$ cat config.mk
export PLATFORM = sky130hd
export DESIGN_NAME = bmf_ram
export DESIGN_NICKNAME = d
export VERILOG_FILES = /design/src/bmf_ram.sv
export SDC_FILE = /design/constraint.sdc
export NUM_CORES = 1
export LEC_CHECK = 0
export BUFFER_PORTS_ARGS = -buffer_cell sky130_fd_sc_hd__clkbuf_2
export CAP_MARGIN = 20
export CORE_MARGIN = 2
export CORE_UTILIZATION = 30
export CTS_CLUSTER_SIZE = 25
export DETAILED_ROUTE_END_ITERATION = 10
export HOLD_SLACK_MARGIN = 0.1
export REMOVE_ABC_BUFFERS = 1
export SYNTH_ARGS = -nofsm -noshare
export SYNTH_HDL_FRONTEND = slang
export SYNTH_SLANG_ARGS = --single-unit
$ cat constraint.sdc
create_clock -name clock -period 1.89 [get_ports clock]
set_input_delay 0.2835 -clock clock [delete_from_list [all_inputs] [get_ports clock]]
set_output_delay 0.2835 -clock clock [all_outputs]
set_load 0.01 [all_outputs]
$ cat src/bmf_ram.sv
// ----------------------------------------------------------------------------
// bmf_ram
// Generic simple dual-port RAM with one write port and a registered read.
// ----------------------------------------------------------------------------
module bmf_ram #(
   parameter int WIDTH = 8,
   parameter int DEPTH = 16,
   localparam int AW   = (DEPTH > 1) ? $clog2(DEPTH) : 1
) (
   input  logic             clock,
   input  logic             wr_en,
   input  logic [AW-1:0]    wr_addr,
   input  logic [WIDTH-1:0] wr_data,
   input  logic             rd_en,
   input  logic [AW-1:0]    rd_addr,
   output logic [WIDTH-1:0] rd_data
);

   logic [WIDTH-1:0] mem_ff [DEPTH];
   logic [WIDTH-1:0] rd_data_ff;

   // Write port.
   always_ff @(posedge clock) begin
      if (wr_en) begin
         mem_ff[wr_addr] <= wr_data;
      end
   end

   // Registered read port.
   always_ff @(posedge clock) begin
      if (rd_en) begin
         rd_data_ff <= mem_ff[rd_addr];
      end
   end

   assign rd_data = rd_data_ff;

endmodule

## Word-level counts from Yosys, hierarchy flattened

Memory sizes are Yosys's and may differ from the RTL's. A register that Yosys moved wholly into a read port is not among the register bits.
Cells that the tools add are included.

| word-level totals | value |
|---|---|
| flip-flop bits (word level) | 0 |
| memory bits (writable) | 128 |
| bits of input ports | 19 |
| output and inout bits | 8 |
| word-level logic and storage cells | 3 |
| memories | 1 |

Memory list:

| memory | depth | bits a word | rd ports | clocked after memory_dff | wr ports | line | source |
|---|---|---|---|---|---|---|---|
| mem_ff | 16 | 8 | 1 | 1 | 1 | 19 | `logic [WIDTH-1:0] mem_ff [DEPTH];` |

| operators by class | value |
|---|---|
| mux-type cells | 2 |

Operators by type and width:

| kind | count |
|---|---|
| $mux 1 | 2 |

## Depth between registers and ports, before layout

| logic depth | value |
|---|---|
| word-level depth | 2 |
| depth in mapped cells | 5 |
| gate-level depth less buffers | 3 |

## Least setup slack after synthesis

Ideal clock, no wire load.

| path | value |
|---|---|
| path kind | input -> register |
| start point | in wr_addr[2] |
| end point | mem mem_ff[0][0], enable pin |
| library setup time | 0.383 ns |
| data arrival time | 1.393 ns |
| required time | 1.507 ns |
| path slack | 0.114 ns |
| cell stages on the path | 2 |
| buffers on the path | 0 |
| cells stage by stage | or3b_2 nor3_1 |

RTL lines:

| element | line | source |
|---|---|---|
| start: declaration | 12 | `input logic [AW-1:0] wr_addr,` |
| end: declaration | 19 |  |

Straight into the memory's write port.

==> key figures <==
Clocking
  • H-tree depth: 4
  • Clk_lat worst skew: 0.41 ns
  • CTS max path bufs: 2
  • CTS tree: yes
  • # hold bufs at CTS: 0
  • Number of buffers created by CTS: 17
  • Clk slew on worst S/H paths: 0.06 ns
  • Cts repair resizes: 0
  • Clk sinks: 136
  • Post CTS Setup Buffer Count: 0
  • Root Buffer: clkbuf_16

Floorplanning
  • Initial Util: 0.304
  • # IOs: 27
  • Row count: 48
  • DIE HEIGHT: 136 um
  • Die Span X: 136 um
  • Die area: 18500 um^2
  • Core area: 17200 um^2

Critical path
  • CP required: 2.03 ns
  • R2R setup slack: 0.34 ns
  • R2R depth: 3
  • Worst EP arrival: 1.69 ns
  • CP Class: reg2reg
  • Crit path from: mem_ff[1][3]
  • Reg2Reg Capture Point: rd_data[3]
  • Critical-path maximum fanout: 1
  • RR Startpoint: mem_ff[1][3]
  • Worst setup endpoint: rd_data[3]
  • Crit path launch type: flop
  • CP endpoint kind: flop

Logic synthesis
  • Yosys warnings: 0
  • Top post-synthesis cells by count: edfxtp_1 (136), mux4_2 (18), a22oi_1 (16)
  • Sequential area share after synthesis: 0.781
  • Netlist Area Pre-Place: 5230 um^2
  • EDFF count, synth: 136
  • Avg Cell Area, Syn: 22.8 um^2
  • Asr flop ratio synth: 0
  • Top-count cell post-synth: edfxtp_1
  • Synth area leader: edfxtp_1
  • Yosys reg bits: 136
  • Cells after Synth: 229
  • Yosys top cell area share: 0.781
  • Main area contributors after synthesis: edfxtp_1 (78%), mux4_2 (7.8%), mux4_1 (7.0%)
  • Ys flop type: edfxtp_1
  • Unique masters post-synth: 18

Power
  • Leakage power: 2.11 nW
  • Seq pwr share: 0.510
  • Final Total Pwr: 0.00670 W
  • Peak supply drop: 596 uV
  • Int Pwr: 0.00532 W
  • Sw frac: 0.206
  • Clk pwr share: 0.441
  • Power density over the cells: 1060 nW/um^2
  • Net Sw Power: 0.00138 W
  • Gate power share: 0.050

Routing
  • Routed Antenna Nets: 0
  • Drt total wl: 10700 um
  • Via/cell ratio: 4.75
  • Routed wire length per instance: 20.5 um
  • DR iter-0 viols: 309
  • DRC errors left: 0
  • Vias: 2490
  • DR pass1 iterations: 6

Placement
  • Final HPWL DP: 6950 um
  • Placed insts: 493
  • DP Worst Slack: -0.0898 ns
  • Routability Congestion: 0.715
  • Port-buffer cells: 26

Layout
  • Layout area overhead: 20.5%
  • Layout cells sized above 1: 0.328
  • Fin cells: 524
  • Layout net count: 306
  • Final antenna diode count: 0

Global routing
  • Initial antenna violation count: 0
  • First-pass GRT wire length: 16700 um
  • Total GRT Usage: 0.128
  • Global route overflow: 0
  • Vias in the first global route: 2652
  • Largest net degree at the start of global routing: 33

Worst hold path
  • Hold path cells: 1
  • Worst Hold Class: in2reg

Timing
  • Max Clock Skew: 0.00858 ns
  • Hold Vio Cnt, Final: 0
  • Hold Slack: 0.267 ns
  • Fmax: 646 MHz
  • Post-route setup slack: 0.343 ns
  • Final TNS setup: 0 ns
  • Fin crit period: 1.55 ns
  • Max-slew violations: 0
  • Worst-Margin Slew: 0.374 ns
  • RSZ-0062 raised after global routing: false
  • Tcrit/Tclk final: 0.819
  • Setup violators final: 0
  • Worst relative slew slack: 0.751

Run status
  • Outcome: complete, no violations

Job
  • Maxcap violations: 0
registers in the layout, indices dropped and copies added (netlist names):
signal,flops
mem_ff,128
rd_data,8
power groups by stage:
stage | combinational [W] | sequential [W] | clock (W)
2_1_floorplan | 0.000135 | 0.00348 | 0
3_3_place_gp | 0.000334 | 0.00348 | 0
3_5_place_dp | 0.000340 | 0.00348 | 0
4_1_cts | 0.000342 | 0.00342 | 0.00301
5_1_grt | 0.000365 | 0.00342 | 0.00314
6_report | 0.000332 | 0.00342 | 0.00295
worst max-delay path: stages, from the launching register on:
cell      delay (ns)
edfxtp_1        0.35
mux4_1          0.51
a22oi_1         0.33
nand2_1         0.10
cell families (layout without fill, tap and decap cells):
kind of cell,Yosys count,in the layout,synth area share
DFF,136,136,0.781
and+or+nand+nor,35,35,0.0314
muxes,32,32,0.148
AOI/OAI and AO/OA,16,16,0.0230
buffers and inverters,10,80,0.0165
final cells by class:
type                       instances  area [um^2]
fill                            1579        10900
sequential                       136         4080
multi-input combinational         83         1060
clock buffer                      17          425
timing repair buffer              49          340
tap                              225          282
clock inverter                    14          111
metrics by stage:
stage | util | area [um^2]
floorplan | - | 5140
global placement | 0.336 | 5760
detailed placement | 0.336 | 5760
CTS | 0.367 | 6300
global route | 0.367 | 6300
finish | 0.367 | 6300
cells in the final DEF, fill, tap and decap left out, types with 3 or more instances in the layout:
master	n
clkinv_2	6
nor3_1	4
clkbuf_2	26
a22oi_1	16
buf_4	20
clkbuf_16	17
mux4_2	18
nor2_1	13
nand2_1	9
buf_12	3
edfxtp_1	136
clkinvlp_4	4
mux4_1	14
worst min path at each step:
stage	start	end	slack (ns)
floorplan	wr_data[0]	mem_ff[0][0]	0.38
global route	rd_en	rd_data[7]	0.28
finish	rd_en	rd_data[2]	0.27
CTS	rd_en	rd_data[2]	0.26
global placement	rd_data[0]	rd_data[0]	0.70
detailed placement	rd_en	rd_data[2]	0.69
routing by layer:
metal  vias to the layer above  GRT usage  wire length [um]
met1                      1299      0.175              4740
met4                         0     0.0486               197
met2                        84      0.193              5160
met3                        14     0.0377               619
li1                       1093          -                 -
met5                         -          0                 0
(Power assumes the default switching activity.)
