$ cat src/bmf_pkg.sv
// ----------------------------------------------------------------------------
// bmf_pkg
// Shared types and constants of the bounded message FIFO.
// ----------------------------------------------------------------------------
package bmf_pkg;

   // Default sizes of the message store.
   localparam int DEF_MAX_MSGS      = 16;
   localparam int DEF_MAX_MSG_BYTES = 64;

   // Field widths of the request and response words.
   localparam int BYTE_W   = 8;
   localparam int LEN_W    = 7;
   localparam int STATUS_W = 3;

   // Reset value of the message length limit register.
   localparam logic [LEN_W-1:0] LEN_LIMIT_RST = 7'd64;

   // Response status codes.
   typedef enum logic [STATUS_W-1:0] {
      ST_OK    = 3'd0,
      ST_FULL  = 3'd1,
      ST_LONG  = 3'd2,
      ST_EMPTY = 3'd3,
      ST_SMALL = 3'd4
   } status_type;

   // One response word as produced by a controller.
   typedef struct packed {
      logic              valid;
      status_type        status;
      logic [LEN_W-1:0]  msg_length;
      logic              final_res;
      logic              byte_sel;
   } rsp_type;

endpackage

$ cat src/bmf_rd_ctrl.sv
// ----------------------------------------------------------------------------
// bmf_rd_ctrl
// Read side: checks the head message against the reader's capacity and
// streams its bytes from the byte store, one word per cycle.
// ----------------------------------------------------------------------------
module bmf_rd_ctrl #(
   parameter int MAX_MSGS      = bmf_pkg::DEF_MAX_MSGS,
   parameter int MAX_MSG_BYTES = bmf_pkg::DEF_MAX_MSG_BYTES,
   localparam int SLOT_W = (MAX_MSGS > 1) ? $clog2(MAX_MSGS) : 1,
   localparam int BIDX_W = (MAX_MSG_BYTES > 1) ? $clog2(MAX_MSG_BYTES) : 1,
   localparam int BA_W   = (MAX_MSGS * MAX_MSG_BYTES > 1) ?
                           $clog2(MAX_MSGS * MAX_MSG_BYTES) : 1
) (
   input  logic                        clock,
   input  logic                        reset,
   input  logic                        accept,
   input  logic [bmf_pkg::LEN_W-1:0]   capacity,
   input  logic                        queue_empty,
   output logic                        busy,
   output logic                        len_re,
   output logic [SLOT_W-1:0]           len_raddr,
   input  logic [bmf_pkg::LEN_W-1:0]   len_rdata,
   output logic                        byte_re,
   output logic [BA_W-1:0]             byte_raddr,
   output logic                        pop,
   output bmf_pkg::rsp_type            rsp
);

   typedef enum logic [2:0] {
      RD_IDLE   = 3'b001,
      RD_LEN    = 3'b010,
      RD_STREAM = 3'b100
   } rd_state_type;

   rd_state_type               state_ff, state_in;
   logic [SLOT_W-1:0]          head_ff, head_in;
   logic [BIDX_W-1:0]          idx_ff, idx_in;
   logic [bmf_pkg::LEN_W-1:0]  len_ff, len_in;
   logic [bmf_pkg::LEN_W-1:0]  cap_ff, cap_in;
   bmf_pkg::rsp_type           rsp_ff, rsp_in;
   logic                       last_byte;

   assign last_byte = (bmf_pkg::LEN_W'(idx_ff) + 1'b1) == len_ff;

   // Read sequencer.
   always_comb begin
      state_in = state_ff;
      head_in  = head_ff;
      idx_in   = idx_ff;
      len_in   = len_ff;
      cap_in   = cap_ff;
      rsp_in   = '0;
      len_re   = 1'b0;
      byte_re  = 1'b0;
      pop      = 1'b0;
      unique case (state_ff)
         RD_IDLE: begin
            if (accept) begin
               if (queue_empty) begin
                  rsp_in.valid     = 1'b1;
                  rsp_in.status    = bmf_pkg::ST_EMPTY;
                  rsp_in.final_res = 1'b1;
               end else begin
                  len_re   = 1'b1;
                  cap_in   = capacity;
                  state_in = RD_LEN;
               end
            end
         end
         RD_LEN: begin
            if (len_rdata > cap_ff) begin
               rsp_in.valid     = 1'b1;
               rsp_in.status    = bmf_pkg::ST_SMALL;
               rsp_in.final_res = 1'b1;
               state_in         = RD_IDLE;
            end else begin
               len_in   = len_rdata;
               idx_in   = '0;
               state_in = RD_STREAM;
            end
         end
         RD_STREAM: begin
            byte_re           = 1'b1;
            rsp_in.valid      = 1'b1;
            rsp_in.status     = bmf_pkg::ST_OK;
            rsp_in.msg_length = len_ff;
            rsp_in.final_res  = last_byte;
            rsp_in.byte_sel   = 1'b1;
            if (last_byte) begin
               pop      = 1'b1;
               head_in  = (head_ff == SLOT_W'(MAX_MSGS - 1)) ? '0 : head_ff + 1'b1;
               state_in = RD_IDLE;
            end else begin
               idx_in = idx_ff + 1'b1;
            end
         end
         default: begin
            state_in = RD_IDLE;
         end
      endcase
   end

   assign len_raddr  = head_ff;
   assign byte_raddr = BA_W'(head_ff) * BA_W'(MAX_MSG_BYTES) + BA_W'(idx_ff);
   assign busy       = (state_ff != RD_IDLE);

   // Control state.
   always_ff @(posedge clock) begin
      if (reset) begin
         state_ff <= RD_IDLE;
         head_ff  <= '0;
         rsp_ff   <= '0;
      end else begin
         state_ff <= state_in;
         head_ff  <= head_in;
         rsp_ff   <= rsp_in;
      end
   end

   // Working registers of the current read.
   always_ff @(posedge clock) begin
      idx_ff <= idx_in;
      len_ff <= len_in;
      cap_ff <= cap_in;
   end

   assign rsp = rsp_ff;

endmodule

$ cat config.mk
export PLATFORM = sky130hd
export DESIGN_NAME = bmf_rd_ctrl
export DESIGN_NICKNAME = d
export VERILOG_FILES = /design/src/bmf_pkg.sv /design/src/bmf_rd_ctrl.sv
export SDC_FILE = /design/constraint.sdc
export NUM_CORES = 1
export LEC_CHECK = 0
export BUFFER_PORTS_ARGS = -buffer_cell sky130_fd_sc_hd__buf_2
export CAP_MARGIN = 10
export CORE_MARGIN = 2
export CORE_UTILIZATION = 58
export CTS_BUF_LIST = sky130_fd_sc_hd__clkbuf_4 sky130_fd_sc_hd__clkbuf_8
export CTS_CLUSTER_DIAMETER = 200
export DETAILED_ROUTE_END_ITERATION = 16
export GPL_ROUTABILITY_DRIVEN = 0
export HOLD_SLACK_MARGIN = 0.12
export PLACE_DENSITY = 0.95
export SLEW_MARGIN = 10
export SYNTH_ARGS = -nofsm -noshare
export SYNTH_HDL_FRONTEND = slang
export SYNTH_SLANG_ARGS = --single-unit
$ cat constraint.sdc
create_clock -name clock -period 5.27 [get_ports clock]
set_input_delay 0.527 -clock clock [delete_from_list [all_inputs] [get_ports clock]]
set_output_delay 0.527 -clock clock [all_outputs]
set_load 0.02 [all_outputs]
Word level (Yosys, flattened, before mapping)
Index checks and enable logic that the tools add are counted.

word-level totals
  input port bits = 18
  bits in latches = 0
  RAM bits = 0
  output and inout port bits = 31
  logic and storage cells = 59
  bits in registers = 40
  bits in read-only memories = 0
  memories = 0

cells by class
  magnitude comparators = 1
  reductions and logical operators = 7
  mux-type cells = 23
  divide/modulo/power cells = 0
  bitwise gates (word level) = 3
  equality and inequality tests = 11
  add/sub/neg operators = 4
  shifts and indexed selects = 0
  $mul = 0

operators with widths
  kind                                                                     count
  4-bit 2-to-1 mux                                                         4
  3-bit 2-to-1 mux                                                         4
  6-bit 2-to-1 mux                                                         2
  4-bit case mux with 3 select lines                                       1
  6-bit case mux with 2 select lines                                       1
  10-bit by 6-bit adder with 10-bit output                                 1
  2-bit inequality test, second input constant                             5
  1-bit 2-to-1 mux                                                         9
  3-bit case mux with 3 select lines                                       1
  3-bit AND reduction                                                      3
  6-bit by 1-bit adder with 7-bit output, second input constant            1
  7-bit equality test                                                      1
  7-bit > comparator                                                       1
  6-bit by 1-bit adder with 6-bit output, second input constant            1
  4-bit by 1-bit adder with 4-bit output, second input constant            1
  4-bit equality test, second input constant                               1
  2-bit AND reduction                                                      2
  3-bit by 1-bit equality test with 1-bit output, second input constant    1
  3-bit by 2-bit equality test with 1-bit output, second input constant    1
  3-bit equality test, second input constant                               1
  3-bit by 1-bit inequality test with 1-bit output, second input constant  1
  1-bit inverter                                                           3
  1-bit case mux with 3 select lines                                       1
  2-bit nonzero test                                                       1
  2-bit OR reduction                                                       1

Depth between registers and ports, before layout
  word-level depth = 4
  gate-level depth with buffers = 8
  depth with buffers taken out = 8

Least setup slack after synthesis
OpenSTA, ideal clock, no wires.

  kind = register to output
  start = reg idx_ff[0]
  end = out pop
  setup slack = 2.921 ns
  cell stages (with the launch flop) = 7
  arrival time = 1.822 ns
  data required time = 4.743 ns
  buffers on the path = 0
  path through = edfxtp_1 ha_1 xnor2_1 o211ai_1 a211oi_2 nand4_4 inv_1

between the ends
  word-level cells in the longest chain between the ends = 4

RTL lines
  item                                    RTL line            source
  start: declaration                      bmf_rd_ctrl.sv:37   logic [BIDX_W-1:0] idx_ff, idx_in;
  start signal: assignment                bmf_rd_ctrl.sv:122  idx_ff <= idx_in;
  6-bit by 1-bit adder with 7-bit output  bmf_rd_ctrl.sv:43   assign last_byte = (bmf_pkg::LEN_W'(idx_ff) + 1'b1) == len_ff;
  7-bit equality test                     bmf_rd_ctrl.sv:43
  1-bit 2-to-1 mux                        bmf_rd_ctrl.sv:89   if (last_byte) begin
  1-bit 2-to-1 mux                        bmf_rd_ctrl.sv:56   unique case (state_ff)
  end: declaration                        bmf_rd_ctrl.sv:25   output logic pop,

No other way between the ends.

Worst setup path after layout
Ends and elaborated chain as after synthesis.

==> flow_metrics.env <==
export IMPL_status="complete, no violations"
export IMPL_synth_nets=187
export IMPL_grt_overflow=0
export IMPL_die_x_um=59.5
export IMPL_port_buffer_count=48
export IMPL_crit_type="register to output pin"
export IMPL_setup_viol=0
export IMPL_report_final_slew_viol_count=0
export IMPL_holdCritPathClass="input port to register"
export IMPL_synth_top_family_by_area="simple AND/OR/NAND/NOR gates"
export IMPL_layout_nets=235
export IMPL_cts_buffer_depth=2
export IMPL_critical_path_arrival_ps=2360
export IMPL_relSlewSlack_pct=64.8
export IMPL_synth_xor_area_share_pct=4.83
export IMPL_netlist_area_sq_um=1790
export IMPL_rows=20
export IMPL_final_setup_skew_ps=12.3
export IMPL_hpwl_mm=2.42
export IMPL_htreeDepth=2
export IMPL_rsz0062_at_grt="no"
export IMPL_antenna_found_initial=0
export IMPL_cp_required_ps=4740
export IMPL_layout_drive_gt1_share_pct=29.2
export IMPL_wl_per_cell_um=14.1
export IMPL_first_pass_iters=5
export IMPL_drtIter0Drc=82
export IMPL_fin_crit_ps=2880
export IMPL_yosysWarningCount=0
export IMPL_crit_path_max_fanout=9
export IMPL_syn_avg_cell_area_sq_um=11.2
export IMPL_vias=1311
export IMPL_cts_hold_buffers=0
export IMPL_cp_start_kind="register"
export IMPL_synth_top_area_cell="edfxtp_1"
export IMPL_ys_seq_elements=39
export IMPL_vias_per_cell=5.42
export IMPL_core_area_sq_um=3000
export IMPL_worst_pin_slew_ps=527
export IMPL_grt_pass1_wl_mm=5.55
export IMPL_synth_top_area_share_pct=33.6
export IMPL_fillers=220
export IMPL_insertion_delay_ps=350
export IMPL_yosysSeqAreaShare_pct=54.8
export IMPL_root_buffer="clkbuf_4"
export IMPL_cts_buffers=5
export IMPL_post_route_util_pct=70.0
export IMPL_synth_area_leaders="edfxtp_1 (34%), dfxtp_1 (21%), ha_1 (6.3%)"
export IMPL_post_cts_repair_setup_buffers=0
export IMPL_drc=0
export IMPL_synthArstFlopShare_pct=0
export IMPL_grt_pass1_vias=1215
export IMPL_yosys_mux_area_fraction_pct=0.559
export IMPL_diodes=0
export IMPL_clkTransAtPathRegs_ps=120
export IMPL_ir_worst_vdd_uv=226
export IMPL_timing_fmax_ghz=0.347
export IMPL_synth_edff_count=20
export IMPL_tns_ps=0
export IMPL_total_power_mw=0.562
export IMPL_powerDensity_nw_per_um2=268
export IMPL_synth_cell_types=40
export IMPL_dieHeight_um=59.5
export IMPL_cts_sinks=39
export IMPL_grt_max_degree=15
export IMPL_finalWirelength_mm=3.42
export IMPL_max_cap_violations=0
export IMPL_synthCells=160
export IMPL_ys_flop_type="edfxtp_1"
export IMPL_grtUsageTotal_pct=22.1
export IMPL_synthSimpleGateAreaFrac_pct=16.5
export IMPL_drtAntennaViolNets=0
export IMPL_synth_fa_ha_area_share_pct=6.29
export IMPL_synth_compound_area_share_pct=10.9
export IMPL_start_util_pct=59.6
export IMPL_syn2layout_area_growth_pct=17.5
export IMPL_dieArea_sq_um=3550
export IMPL_critPathCaptureType="output pin"
export IMPL_io_pins=49
export IMPL_min_period_over_period_pct=54.7
export IMPL_cts_tree="built"
export IMPL_leakagePower_nw=0.985
export IMPL_finalHoldViolations=0
export IMPL_ctsResizeCount=0
## layer usage
layer | vias up | wire length (um) | global-route usage, %
met5 | - | 0 | 0
met4 | 0 | 55 | 8.89
met3 | 7 | 235 | 6.11
met2 | 57 | 1790 | 37.5
met1 | 598 | 1340 | 26.5
li1 | 649 | - | -
## metrics by stage
step | cells | hold WS, ps | cell area [sq um] | worst slack [ps]
after floorplan | 160 | 468 | 1790 | 2920
after global placement | 234 | 489 | 2020 | 2920
after detailed placement | 234 | 509 | 2020 | 2800
after CTS | 242 | 327 | 2100 | 2380
after global routing | 242 | 315 | 2100 | 2260
final | 242 | 338 | 2100 | 2390
## final timing paths
path | start | end | slack (ps) | cells past startpoint
min | capacity[1] | cap_ff[1] | 340 | 1
max reg2reg | idx_ff[0] | idx_ff[5] | 2850 | 7
min reg2reg | len_raddr[0] | len_raddr[0] | 530 | 2
max | idx_ff[0] | pop | 2390 | 7
## power by group
part	switching [mW]	total, mW	internal (mW)
sequential	0.00164	0.324	0.323
clock	0.103	0.204	0.101
combinational	0.0196	0.0335	0.0139
## cell families (layout without fill, tap and decap cells)
kind of cell | count (synthesis) | count (layout)
AOI/OAI and AO/OA | 28 | 28
DFF | 39 | 39
buffers and inverters | 22 | 71
and+or+nand+nor | 52 | 52
xor gates and xnor gates | 9 | 9
muxes | 1 | 1
adders and majority gates | 9 | 9
## state kept, by name, summed over array words and instances (netlist names)
signal	flops
cap_ff	7
len_ff	7
state_ff	3
idx_ff	6
len_raddr	4
rsp	12
## synthesized netlist by cell type, types with 3 or more instances
cell type,number
dfxtp_1,19
edfxtp_1,20
nor2_1,14
nand2b_1,3
a21oi_1,6
xnor2_1,3
a31oi_1,4
xor2_1,5
inv_1,15
nand2_1,5
ha_1,9
nand3_1,6
buf_4,5
o21ai_0,4
a21o_1,3
and2_1,9
## critical path, stage by stage (launching register included)
cell and delay [ps]:
edfxtp_1 540, ha_1 380, xnor2_1 190, o211ai_1 140
a211oi_2 330, nand4_4 190, inv_1 80, buf_2 150
## cell usage in the layout, fill, tap and decap left out, types with 2 or more instances in the layout
| master | count |
|---|---|
| nand4_1 | 2 |
| nand3_1 | 6 |
| xor2_1 | 5 |
| a31oi_1 | 4 |
| and2_1 | 9 |
| and3_1 | 2 |
| edfxtp_1 | 20 |
| or3_1 | 2 |
| a311o_1 | 2 |
| xnor2_1 | 3 |
| nand2_1 | 5 |
| ha_1 | 9 |
| dfxtp_1 | 19 |
| buf_2 | 48 |
| clkbuf_4 | 5 |
| nand2b_1 | 3 |
| nor2_1 | 14 |
| a21oi_1 | 6 |
| o21ai_1 | 2 |
| a21o_1 | 3 |
| o21ai_0 | 4 |
| o211ai_1 | 2 |
| inv_1 | 15 |
## area by class of cell
cell class | instances | area [sq um] | share of cell area (%)
multi-input cells | 99 | 699 | 33.3
repair buffers | 48 | 240 | 11.4
clock buffers | 5 | 37.5 | 1.79
inverters | 15 | 56.3 | 2.68
well taps | 33 | 41.3 | 1.96
flip-flops and latches | 39 | 981 | 46.7
clock inverters | 3 | 46.3 | 2.20
Note: power is estimated with default switching activity, not from simulation.
