## config.mk

```make
export PLATFORM = sky130hd
export DESIGN_NAME = bmf_wr_ctrl
export DESIGN_NICKNAME = d
export VERILOG_FILES = /design/src/bmf_pkg.sv /design/src/bmf_wr_ctrl.sv
export SDC_FILE = /design/constraint.sdc
export NUM_CORES = 1
export LEC_CHECK = 0
export ABC_CLOCK_PERIOD_IN_PS = 3000
export BUFFER_PORTS_ARGS = -buffer_cell sky130_fd_sc_hd__buf_2
export CAP_MARGIN = 5
export CELL_PAD_IN_SITES_DETAIL_PLACEMENT = 1
export CELL_PAD_IN_SITES_GLOBAL_PLACEMENT = 1
export CORE_ASPECT_RATIO = 1.75
export CORE_MARGIN = 2
export CORE_UTILIZATION = 32
export DETAILED_ROUTE_END_ITERATION = 7
export PLACE_DENSITY = 0.78
export REMOVE_ABC_BUFFERS = 1
export SYNTH_ARGS = -nofsm -noshare
export SYNTH_HDL_FRONTEND = slang
export SYNTH_SLANG_ARGS = --single-unit
```

## constraint.sdc

```tcl
create_clock -name clock -period 3 [get_ports clock]
set_input_delay 0.3 -clock clock [delete_from_list [all_inputs] [get_ports clock]]
set_output_delay 0.3 -clock clock [all_outputs]
set_load 0.005 [all_outputs]
```

## src/bmf_pkg.sv

```systemverilog
// ----------------------------------------------------------------------------
// bmf_pkg
// Shared types and constants of the bounded message FIFO.
// ----------------------------------------------------------------------------
package bmf_pkg;

   // Default sizes of the message store.
   localparam int DEF_MAX_MSGS      = 16;
   localparam int DEF_MAX_MSG_BYTES = 64;

   // Field widths of the request and response words.
   localparam int BYTE_W   = 8;
   localparam int LEN_W    = 7;
   localparam int STATUS_W = 3;

   // Reset value of the message length limit register.
   localparam logic [LEN_W-1:0] LEN_LIMIT_RST = 7'd64;

   // Response status codes.
   typedef enum logic [STATUS_W-1:0] {
      ST_OK    = 3'd0,
      ST_FULL  = 3'd1,
      ST_LONG  = 3'd2,
      ST_EMPTY = 3'd3,
      ST_SMALL = 3'd4
   } status_type;

   // One response word as produced by a controller.
   typedef struct packed {
      logic              valid;
      status_type        status;
      logic [LEN_W-1:0]  msg_length;
      logic              final_res;
      logic              byte_sel;
   } rsp_type;

endpackage

```

## src/bmf_wr_ctrl.sv

```systemverilog
// ----------------------------------------------------------------------------
// bmf_wr_ctrl
// Write side: stores message bytes at the tail slot and commits or rejects
// the message when its last byte arrives.
// ----------------------------------------------------------------------------
module bmf_wr_ctrl #(
   parameter int MAX_MSGS      = bmf_pkg::DEF_MAX_MSGS,
   parameter int MAX_MSG_BYTES = bmf_pkg::DEF_MAX_MSG_BYTES,
   localparam int SLOT_W = (MAX_MSGS > 1) ? $clog2(MAX_MSGS) : 1,
   localparam int BIDX_W = (MAX_MSG_BYTES > 1) ? $clog2(MAX_MSG_BYTES) : 1,
   localparam int BA_W   = (MAX_MSGS * MAX_MSG_BYTES > 1) ?
                           $clog2(MAX_MSGS * MAX_MSG_BYTES) : 1
) (
   input  logic                        clock,
   input  logic                        reset,
   input  logic                        accept,
   input  logic [bmf_pkg::BYTE_W-1:0]  data_byte,
   input  logic                        end_of_msg,
   input  logic [bmf_pkg::LEN_W-1:0]   len_limit,
   input  logic                        queue_full,
   output logic                        byte_we,
   output logic [BA_W-1:0]             byte_waddr,
   output logic [bmf_pkg::BYTE_W-1:0]  byte_wdata,
   output logic                        len_we,
   output logic [SLOT_W-1:0]           len_waddr,
   output logic [bmf_pkg::LEN_W-1:0]   len_wdata,
   output logic                        commit,
   output bmf_pkg::rsp_type            rsp
);

   typedef enum logic [1:0] {
      REJ_NONE = 2'd0,
      REJ_FULL = 2'd1,
      REJ_LONG = 2'd2
   } rej_type;

   logic [SLOT_W-1:0]          tail_ff, tail_in;
   logic [bmf_pkg::LEN_W-1:0]  wbc_ff, wbc_in;
   rej_type                    rej_ff, rej_in;
   bmf_pkg::rsp_type           rsp_ff, rsp_in;

   logic                       store;
   rej_type                    rej_new;
   logic [bmf_pkg::LEN_W-1:0]  wbc_new;

   // Outcome of the incoming byte for the open message.
   always_comb begin
      rej_new = rej_ff;
      wbc_new = wbc_ff;
      store   = 1'b0;
      if (rej_ff == REJ_NONE) begin
         if (queue_full) begin
            rej_new = REJ_FULL;
         end else if (wbc_ff >= bmf_pkg::LEN_W'(MAX_MSG_BYTES)) begin
            rej_new = REJ_LONG;
         end else begin
            store   = 1'b1;
            wbc_new = wbc_ff + 1'b1;
         end
      end
   end

   // Commit or rejection at the close of a message.
   always_comb begin
      tail_in = tail_ff;
      wbc_in  = wbc_ff;
      rej_in  = rej_ff;
      rsp_in  = '0;
      commit  = 1'b0;
      if (accept) begin
         wbc_in = wbc_new;
         rej_in = rej_new;
         if (end_of_msg) begin
            wbc_in           = '0;
            rej_in           = REJ_NONE;
            rsp_in.valid     = 1'b1;
            rsp_in.final_res = 1'b1;
            if ((rej_new == REJ_FULL) || queue_full) begin
               rsp_in.status = bmf_pkg::ST_FULL;
            end else if ((rej_new == REJ_LONG) || (wbc_new > len_limit)) begin
               rsp_in.status = bmf_pkg::ST_LONG;
            end else begin
               rsp_in.status     = bmf_pkg::ST_OK;
               rsp_in.msg_length = wbc_new;
               commit            = 1'b1;
               tail_in = (tail_ff == SLOT_W'(MAX_MSGS - 1)) ? '0 : tail_ff + 1'b1;
            end
         end
      end
   end

   // Memory write ports.
   assign byte_we    = accept && store;
   assign byte_waddr = BA_W'(tail_ff) * BA_W'(MAX_MSG_BYTES) + BA_W'(wbc_ff[BIDX_W-1:0]);
   assign byte_wdata = data_byte;
   assign len_we     = commit;
   assign len_waddr  = tail_ff;
   assign len_wdata  = wbc_new;

   // Write-side state.
   always_ff @(posedge clock) begin
      if (reset) begin
         tail_ff <= '0;
         wbc_ff  <= '0;
         rej_ff  <= REJ_NONE;
         rsp_ff  <= '0;
      end else begin
         tail_ff <= tail_in;
         wbc_ff  <= wbc_in;
         rej_ff  <= rej_in;
         rsp_ff  <= rsp_in;
      end
   end

   assign rsp = rsp_ff;

endmodule

```

Word-level counts from Yosys, hierarchy flattened

Cells that the tools add are included.

Eq/ne operators: 3
Mux-type cells: 21
Reductions and logical operators: 9
$add $sub $neg: 3
Order comparisons: 2
Bitwise operators: 4

Operators by type and width:

| operator                                                               | count |
|---|---|
| 7-bit two-way mux                                                      | 6 |
| 12-bit two-way mux                                                     | 1 |
| 10-bit by 6-bit adder with 10-bit output                               | 1 |
| 2-bit two-way mux                                                      | 5 |
| 7-bit by 1-bit adder with 7-bit output (second input constant)         | 1 |
| 7-bit greater-or-equal comparator (second input constant)              | 1 |
| 7-bit greater-than comparator                                          | 1 |
| 1-bit two-way mux                                                      | 7 |
| 5-bit OR reduction                                                     | 1 |
| 4-bit by 1-bit adder with 4-bit output (second input constant)         | 1 |
| 4-bit equality test (second input constant)                            | 1 |
| 4-bit two-way mux                                                      | 1 |
| 1-bit inverter                                                         | 4 |
| 4-bit AND reduction                                                    | 1 |
| 4-bit OR reduction                                                     | 1 |
| 3-bit two-way mux                                                      | 1 |
| 3-bit OR reduction                                                     | 1 |
| 2-bit by 1-bit equality test with 1-bit output (second input constant) | 1 |
| 2-bit equality test (second input constant)                            | 1 |
| 2-bit logical NOT                                                      | 1 |
| 1-bit logical OR                                                       | 2 |
| 2-bit OR reduction                                                     | 1 |
| 1-bit logical AND                                                      | 1 |

Flip-flop bits (word level): 26
Output and inout bits: 45
Input port bits: 20
Word-level logic and storage cells: 51

Depth between registers and ports, before layout

Gate-level depths: netlist (run 1).

Depth after elaboration: 10
Depth in mapped cells: 10

Worst setup path after synthesis (run 1)

No wires, ideal clock.

Path kind: register to output
Start point: reg rej_ff[1]
End point: out len_we
Required time: 2.700 ns
Stages on the path, launching flop included: 11
Slack: 0.403 ns
Arrival: 2.297 ns
Cell sequence: dfxtp_1 -> nor4_4 -> nand4_1 -> xnor2_1 -> inv_1 -> ha_1 -> a21oi_1 -> o21ai_0 -> o22a_1 -> nor2_1 -> buf_4

Elaborated cells on any way between the ends: 14

RTL lines:

| what                          | line               | RTL |
|---|---|---|
| from (decl)                   | bmf_wr_ctrl.sv:39  | `rej_type rej_ff, rej_in;` |
| from (signal assigned)        | bmf_wr_ctrl.sv:110 | `rej_ff <= rej_in;` |
| 2-bit logical NOT             | bmf_wr_ctrl.sv:51  | `if (rej_ff == REJ_NONE) begin` |
| 7-bit two-way mux             | bmf_wr_ctrl.sv:51  |  |
| net len_wdata, one bit        | bmf_wr_ctrl.sv:26  | `output logic [bmf_pkg::LEN_W-1:0] len_wdata,` |
| 7-bit greater-than comparator | bmf_wr_ctrl.sv:80  | `end else if ((rej_new == REJ_LONG) \|\| (wbc_new > len_limit)) begin` |
| 1-bit logical OR              | bmf_wr_ctrl.sv:80  |  |
| 1-bit two-way mux             | bmf_wr_ctrl.sv:80  |  |
| 1-bit two-way mux             | bmf_wr_ctrl.sv:78  | `if ((rej_new == REJ_FULL) \|\| queue_full) begin` |
| 1-bit two-way mux             | bmf_wr_ctrl.sv:73  | `if (end_of_msg) begin` |
| 1-bit two-way mux             | bmf_wr_ctrl.sv:70  | `if (accept) begin` |
| to (decl)                     | bmf_wr_ctrl.sv:24  | `output logic len_we,` |

The timed path passes the listed nets, and every way through them passes these cells.

Final worst setup path (run 1)

Start point: reg rej_ff[1]
End point: out len_we

Word-level cells in the longest chain between the ends: 9
Elaborated cells on any way between the ends: 14

Ends and longest elaborated chain:

| what                                                                                  | line |
|---|---|
| parallel branches: the longest is 6 deep, another holds 7-bit greater-than comparator | - |
| 1-bit two-way mux (*)                                                                 | bmf_wr_ctrl.sv:78 |
| 1-bit two-way mux (*)                                                                 | bmf_wr_ctrl.sv:73 |
| 1-bit two-way mux (*)                                                                 | bmf_wr_ctrl.sv:70 |

Mark *: on every way between the ends.

==> results of run 1 <==
cells by family (layout without fill, tap and decap cells):
logic type	count (synthesis)	in the layout	share of synthesized area
AOI/OAI and AO/OA	28	28	0.1212
xor gates and xnor gates	5	5	0.03214
adders and majority gates	10	10	0.09183
buffers and inverters	41	79	0.1736
DFF	23	23	0.3379
muxes	2	2	0.01469
other	1	2	0.002752
and+or+nand+nor	54	54	0.2259
final cells by class:
class,instances,area (sq um),share of cell area
clock buffers,4,45.04,0.02647
well taps,49,61.31,0.03603
multi-input cells,101,743.2,0.4368
inverters,17,63.81,0.03750
repair buffers,58,320.3,0.1882
flip-flops and latches,23,467.9,0.2750
stage by stage:
| stage | util | hold WS, ns | setup TNS [ns] |
|---|---|---|---|
| 4_1_cts | 0.3850 | 0.3434 | 0 |
| 6_report | 0.4139 | 0.3569 | 0 |
| 5_1_grt | 0.4139 | 0.3518 | -0.06790 |
| 3_5_place_dp | 0.3740 | 0.5242 | 0 |
| 2_1_floorplan | - | 0.3691 | 0 |
| 3_3_place_gp | 0.3740 | 0.5287 | 0 |
repair_timing:
item                       CTS  global route
setup endpoints to repair    0             2
setup buffers                0             5
resized for setup            0            16
report_power, final:
part           internal, uW  switching, uW  total, uW
clock                  94.9            102        197
sequential              308           5.17        313
combinational          32.7           40.3       73.0
sequential cells by signal, summed over array words and instances, names as in the netlist:
name       count
wbc_ff         7
rej_ff         2
len_waddr      4
rsp           10
worst max-delay path, cell delays in order, from the launching register on:
cell	delay [ns]
dfxtp_4	0.37
nor4_4	0.38
buf_4	0.23
nand4_4	0.15
xnor2_4	0.21
ha_4	0.27
nand4_1	0.16
a21oi_2	0.17
o22a_1	0.21
nor2_2	0.05
buf_2	0.12
final timing paths:
check,from,to,slack [ns],depth (start not counted)
setup / recovery,rej_ff[1]$_SDFFE_PP0P_,len_we,0.12,10
hold / removal,end_of_msg,rsp[9]$_SDFF_PP0_,0.36,3
setup reg to reg,rej_ff[1]$_SDFFE_PP0P_,rsp[7]$_SDFF_PP0_,0.35,10
hold reg to reg,len_waddr[1]$_SDFFE_PP0P_,len_waddr[1]$_SDFFE_PP0P_,0.54,2
metal layers:
layer / routed length [um] / part of all wire
met1: 1383 / 0.37
met2: 2135 / 0.57
met3: 184 / 0.049
met4: 54 / 0.014
met5: 0 / 0
Yosys cell counts (all sizes together), types with 2 or more instances:
master  number
dfxtp       23
buf         22
inv         17
nor2        13
a21oi       11
ha          10
o21ai        7
nand2b       6
nand3        5
nand4        5
nor3         5
xnor2        5
nand2        4
a31oi        3
and2         3
and3         3
nor2b        3
clkbuf       2
mux2i        2
nor4         2
o32ai        2
or2          2
==> run metrics, run 1 <==
min-delay worst type input pin to register; Distinct cells, synth 34; most frequent cells in the layout buf_2 (46), dfxtp_1 (19), inv_1 (17), nor2_1 (12), buf_4 (12); clock-pin slew on the worst setup and hold paths 0.08 ns; Synth area leaders dfxtp_1 (34%), buf_4 (12%), ha_1 (9.2%); Syn Area/Cell 8.308 sq um; FMAX 347.5 MHz; cts bufs inserted 3; post-route ant nets 0; WP data required 2.70 ns; vias per cell 5.075; H-tree depth 1; setup repair after global routing missed its margin yes; total power 583.0 uW; area leader, netlist dfxtp_1; chip height 90.32 um; routing usage on met2 0.2953; VDD IR-drop max 0.1651 mV; Total Wirelength 3.757 mm; DPL Wire Length 2.765 mm; CTS tree yes; final worst-path cycle share 0.9593; Yosys reg bits 23; initial antenna violation count 0; Synth Cell Area 1363 sq um; setup ws final 0.1221 ns; final hold violations 0; CP startpoint kind register; ANT cells 0; post-route design area 1702 sq um; global-route wire length before repair 5.913 mm; drt pass-1 iters 2; crit path max fanout 5; WL per Instance 14.91 um; Arrival @ worst endpoint 2.58 ns; final non-filler cell total 252; grt ovf 0; # hold bufs at CTS 0; post-route DRC violation count 0; met3 GRT Util 0.03477; M1 GR Usage 0.1686; DIE AREA 4816 sq um; CTS Buffer Depth 2; Filler cells 536; Seq/Total Area, Yosys 0.3379; Synth Flop Type dfxtp_1; routed via count 1,279; 1st-iter DRT viols 21; min Tclk post-route 2.878 ns; ys async rst share 0; Post-DP Area 1538 sq um; status complete, no violations; Layout Nets 234; # port buffers 46; initial core utilization 0.3314; Cells after DPL 243; pre-CTS setup slack 0.2899 ns; top cell type's share of synthesized area 0.3379; GP Congestion 0.7970; Die Wd 53.33 um; max cap viols 0; Clock Latency Late Sink 0.26 ns; All-Layer GR Usage 0.1612; commonest non-fill, non-tap cell in the layout buf_2; LEAKAGE 0.0008491 uW; EDFF count, synth 0; Mapped Cells 164; Final Skew 0.002860 ns; CTS Sinks 23; Final Max Tran Viols 0; largest net degree at the start of global routing 18; io pins 65; P per Cell Area 342.6 nW/um^2; total core area 4111 sq um; Setup violations, final 0; critical path class register to primary output; number of global-route vias before repair 1,291; Ys Warns 0; cell row count 31; Area growth syn-to-layout 24.89%; CP Capture Type primary output; Root Driver clkbuf_8; Top Usage Layer GRT met2; layout cells sized above 1 0.3793
(Power assumes the default switching activity.)
==> run 2, diff against run 1 <==
==> constraint.sdc (replaced) <==
create_clock -name clock -period 3 [get_ports clock]
set_input_delay 0.6 -clock clock [delete_from_list [all_inputs] [get_ports clock]]
set_output_delay 0.6 -clock clock [all_outputs]
set_load 0.005 [all_outputs]
==> run 2 against run 1 <==
Largest cell class unchanged. Critical path depth up 1. Flip-flop and latch count unchanged. Non-clock buffer count increased by 15. Via count is 3.8% higher. Routed wire length increased by 7.2%. Combinational power up 12%. The flow now finishes with violations (setup timing). Total power up 3.5%.
==> run metrics, run 2 (same netlist as run 1, synthesis figures left out) <==
status finished, violations left; failing checks setup timing; GP Congestion 0.8885; hold_ws 0.5472 ns; Cells on Worst Hold Path 2; final non-filler cell total 267; crit path max fanout 5; FMAX 323.6 MHz; min-delay worst type register to register; critical path class register to primary output; Hold Path Sink len_waddr[1]$_SDFFE_PP0P_; ANT cells 0; setup ws final -0.09053 ns; number of global-route vias before repair 1,391; Filler cells 521; Layout Nets 249; WL per Instance 15.08 um; initial core utilization 0.3314; most frequent cells in the layout buf_2 (46), buf_4 (27), dfxtp_1 (20), inv_1 (17), nor2_1 (12); VDD IR-drop max 0.2257 mV; Final Skew 0.003026 ns; initial antenna violation count 0; commonest non-fill, non-tap cell in the layout buf_2; chip height 90.32 um; Multi-input gate area 739.5 sq um; setup repair after global routing missed its margin yes; min Tclk post-route 3.091 ns; Root Driver clkbuf_8; clock-pin slew on the worst setup and hold paths 0.09 ns; Final Max Tran Viols 0; grt ovf 0; # hold bufs at CTS 0; r2r endpoint rsp[4]$_SDFF_PP0_; # port buffers 46; FF/Latch Area 466.7 sq um; Cells after DPL 256; cell row count 31; pre-CTS setup slack -0.1227 ns; DIE AREA 4816 sq um; vias per cell 4.974; drt pass-1 iters 4; max FFs per register 10; max cap viols 0; reg2reg start rej_ff[1]$_SDFFE_PP0P_; r2r worst-path depth 12; routed via count 1,328; Arrival @ worst endpoint 2.49 ns; H-tree depth 1; CP Capture Type primary output; Die Wd 53.33 um; All-Layer GR Usage 0.1825; CTS tree yes; WP data required 2.40 ns; Total Wirelength 4.026 mm; total core area 4111 sq um; hold_sp len_waddr[1]$_SDFFE_PP0P_; post-route ant nets 0; DPL Wire Length 2.957 mm; cts bufs inserted 3; r2r setup slk 0.32 ns; LEAKAGE 0.0009218 uW; layout cells sized above 1 0.4266; CP startpoint kind register; Clock Latency Late Sink 0.28 ns; Area growth syn-to-layout 32.78%; post-route DRC violation count 0; CTS Buffer Depth 2; io pins 65; Setup violations, final 2; final worst-path cycle share 1.030; 1st-iter DRT viols 13; P per Cell Area 333.4 nW/um^2; final hold violations 0; CTS Sinks 23; largest net degree at the start of global routing 18; global-route wire length before repair 6.492 mm
-- run 2: cell types whose count changed in the layout (fill, tap and decap cells not counted), sizes merged --
cell	previous run	this run
buf	58	73
-- run 2: cell type report --
class                      instances  share of cell area
multi-input combinational        101              0.4087
sequential                        23              0.2580
timing repair buffer              73              0.2393
inverter                          17             0.03527
tap                               49             0.03389
clock buffer                       4             0.02490
-- run 2: power breakdown --
| part | leakage (uW) | internal [uW] | switching (uW) |
|---|---|---|---|
| sequential | 0.000188 | 308 | 4.03 |
| combinational | 0.000711 | 38.1 | 43.9 |
| clock | 0.0000228 | 95.6 | 114 |
| total | 0.000922 | 442 | 162 |
-- run 2: what timing repair did --
action | 4_1_cts | 5_1_grt
setup buffers | 5 | 2
pin swaps | 8 | 4
gates resized for setup | 12 | 3
setup endpoints to repair | 2 | 2
-- run 2: worst max-delay path, stage by stage, from the launching register on --
cell and delay [ns]:
dfxtp_4 0.36, nor4_4 0.25, buf_4 0.17, buf_4 0.14, mux2i_4 0.25, inv_1 0.09, ha_1 0.31, nand3b_1 0.10
a21oi_2 0.17, o22a_1 0.20, nor2_2 0.05, buf_2 0.12
-- run 2: layer usage --
metal / vias to the layer above / share of wire / GRT usage
li1: 636 / - / -
met5: - / 0 / 0
met1: 639 / 0.36 / 0.1858
met4: 0 / 0.017 / 0.08974
met3: 5 / 0.046 / 0.03974
met2: 48 / 0.57 / 0.3272
-- run 2: per-stage QoR --
| step | setup TNS [ns] | power, uW | utilization | area, sq um |
|---|---|---|---|---|
| final | -0.1801 | 603.2 | 0.4400 | 1809 |
| after detailed placement | -0.2439 | 393.4 | 0.3977 | 1635 |
| after global routing | -0.5333 | 627.2 | 0.4400 | 1809 |
| after floorplan | 0 | 352.8 | - | 1194 |
| after global placement | -0.1577 | 390.0 | 0.3977 | 1635 |
| after CTS | -0.2000 | 607.9 | 0.4321 | 1777 |
-- run 2: how the worst max path moves through the flow --
stage	cells past startpoint	endpoint	slack, ns	start
global route	11	commit	-0.27	rej_ff[1]$_SDFFE_PP0P_
finish	11	commit	-0.09	rej_ff[1]$_SDFFE_PP0P_
global placement	12	commit	-0.08	queue_full
floorplan	9	commit	0.08	queue_full
detailed placement	12	commit	-0.12	queue_full
CTS	11	commit	-0.10	rej_ff[1]$_SDFFE_PP0P_
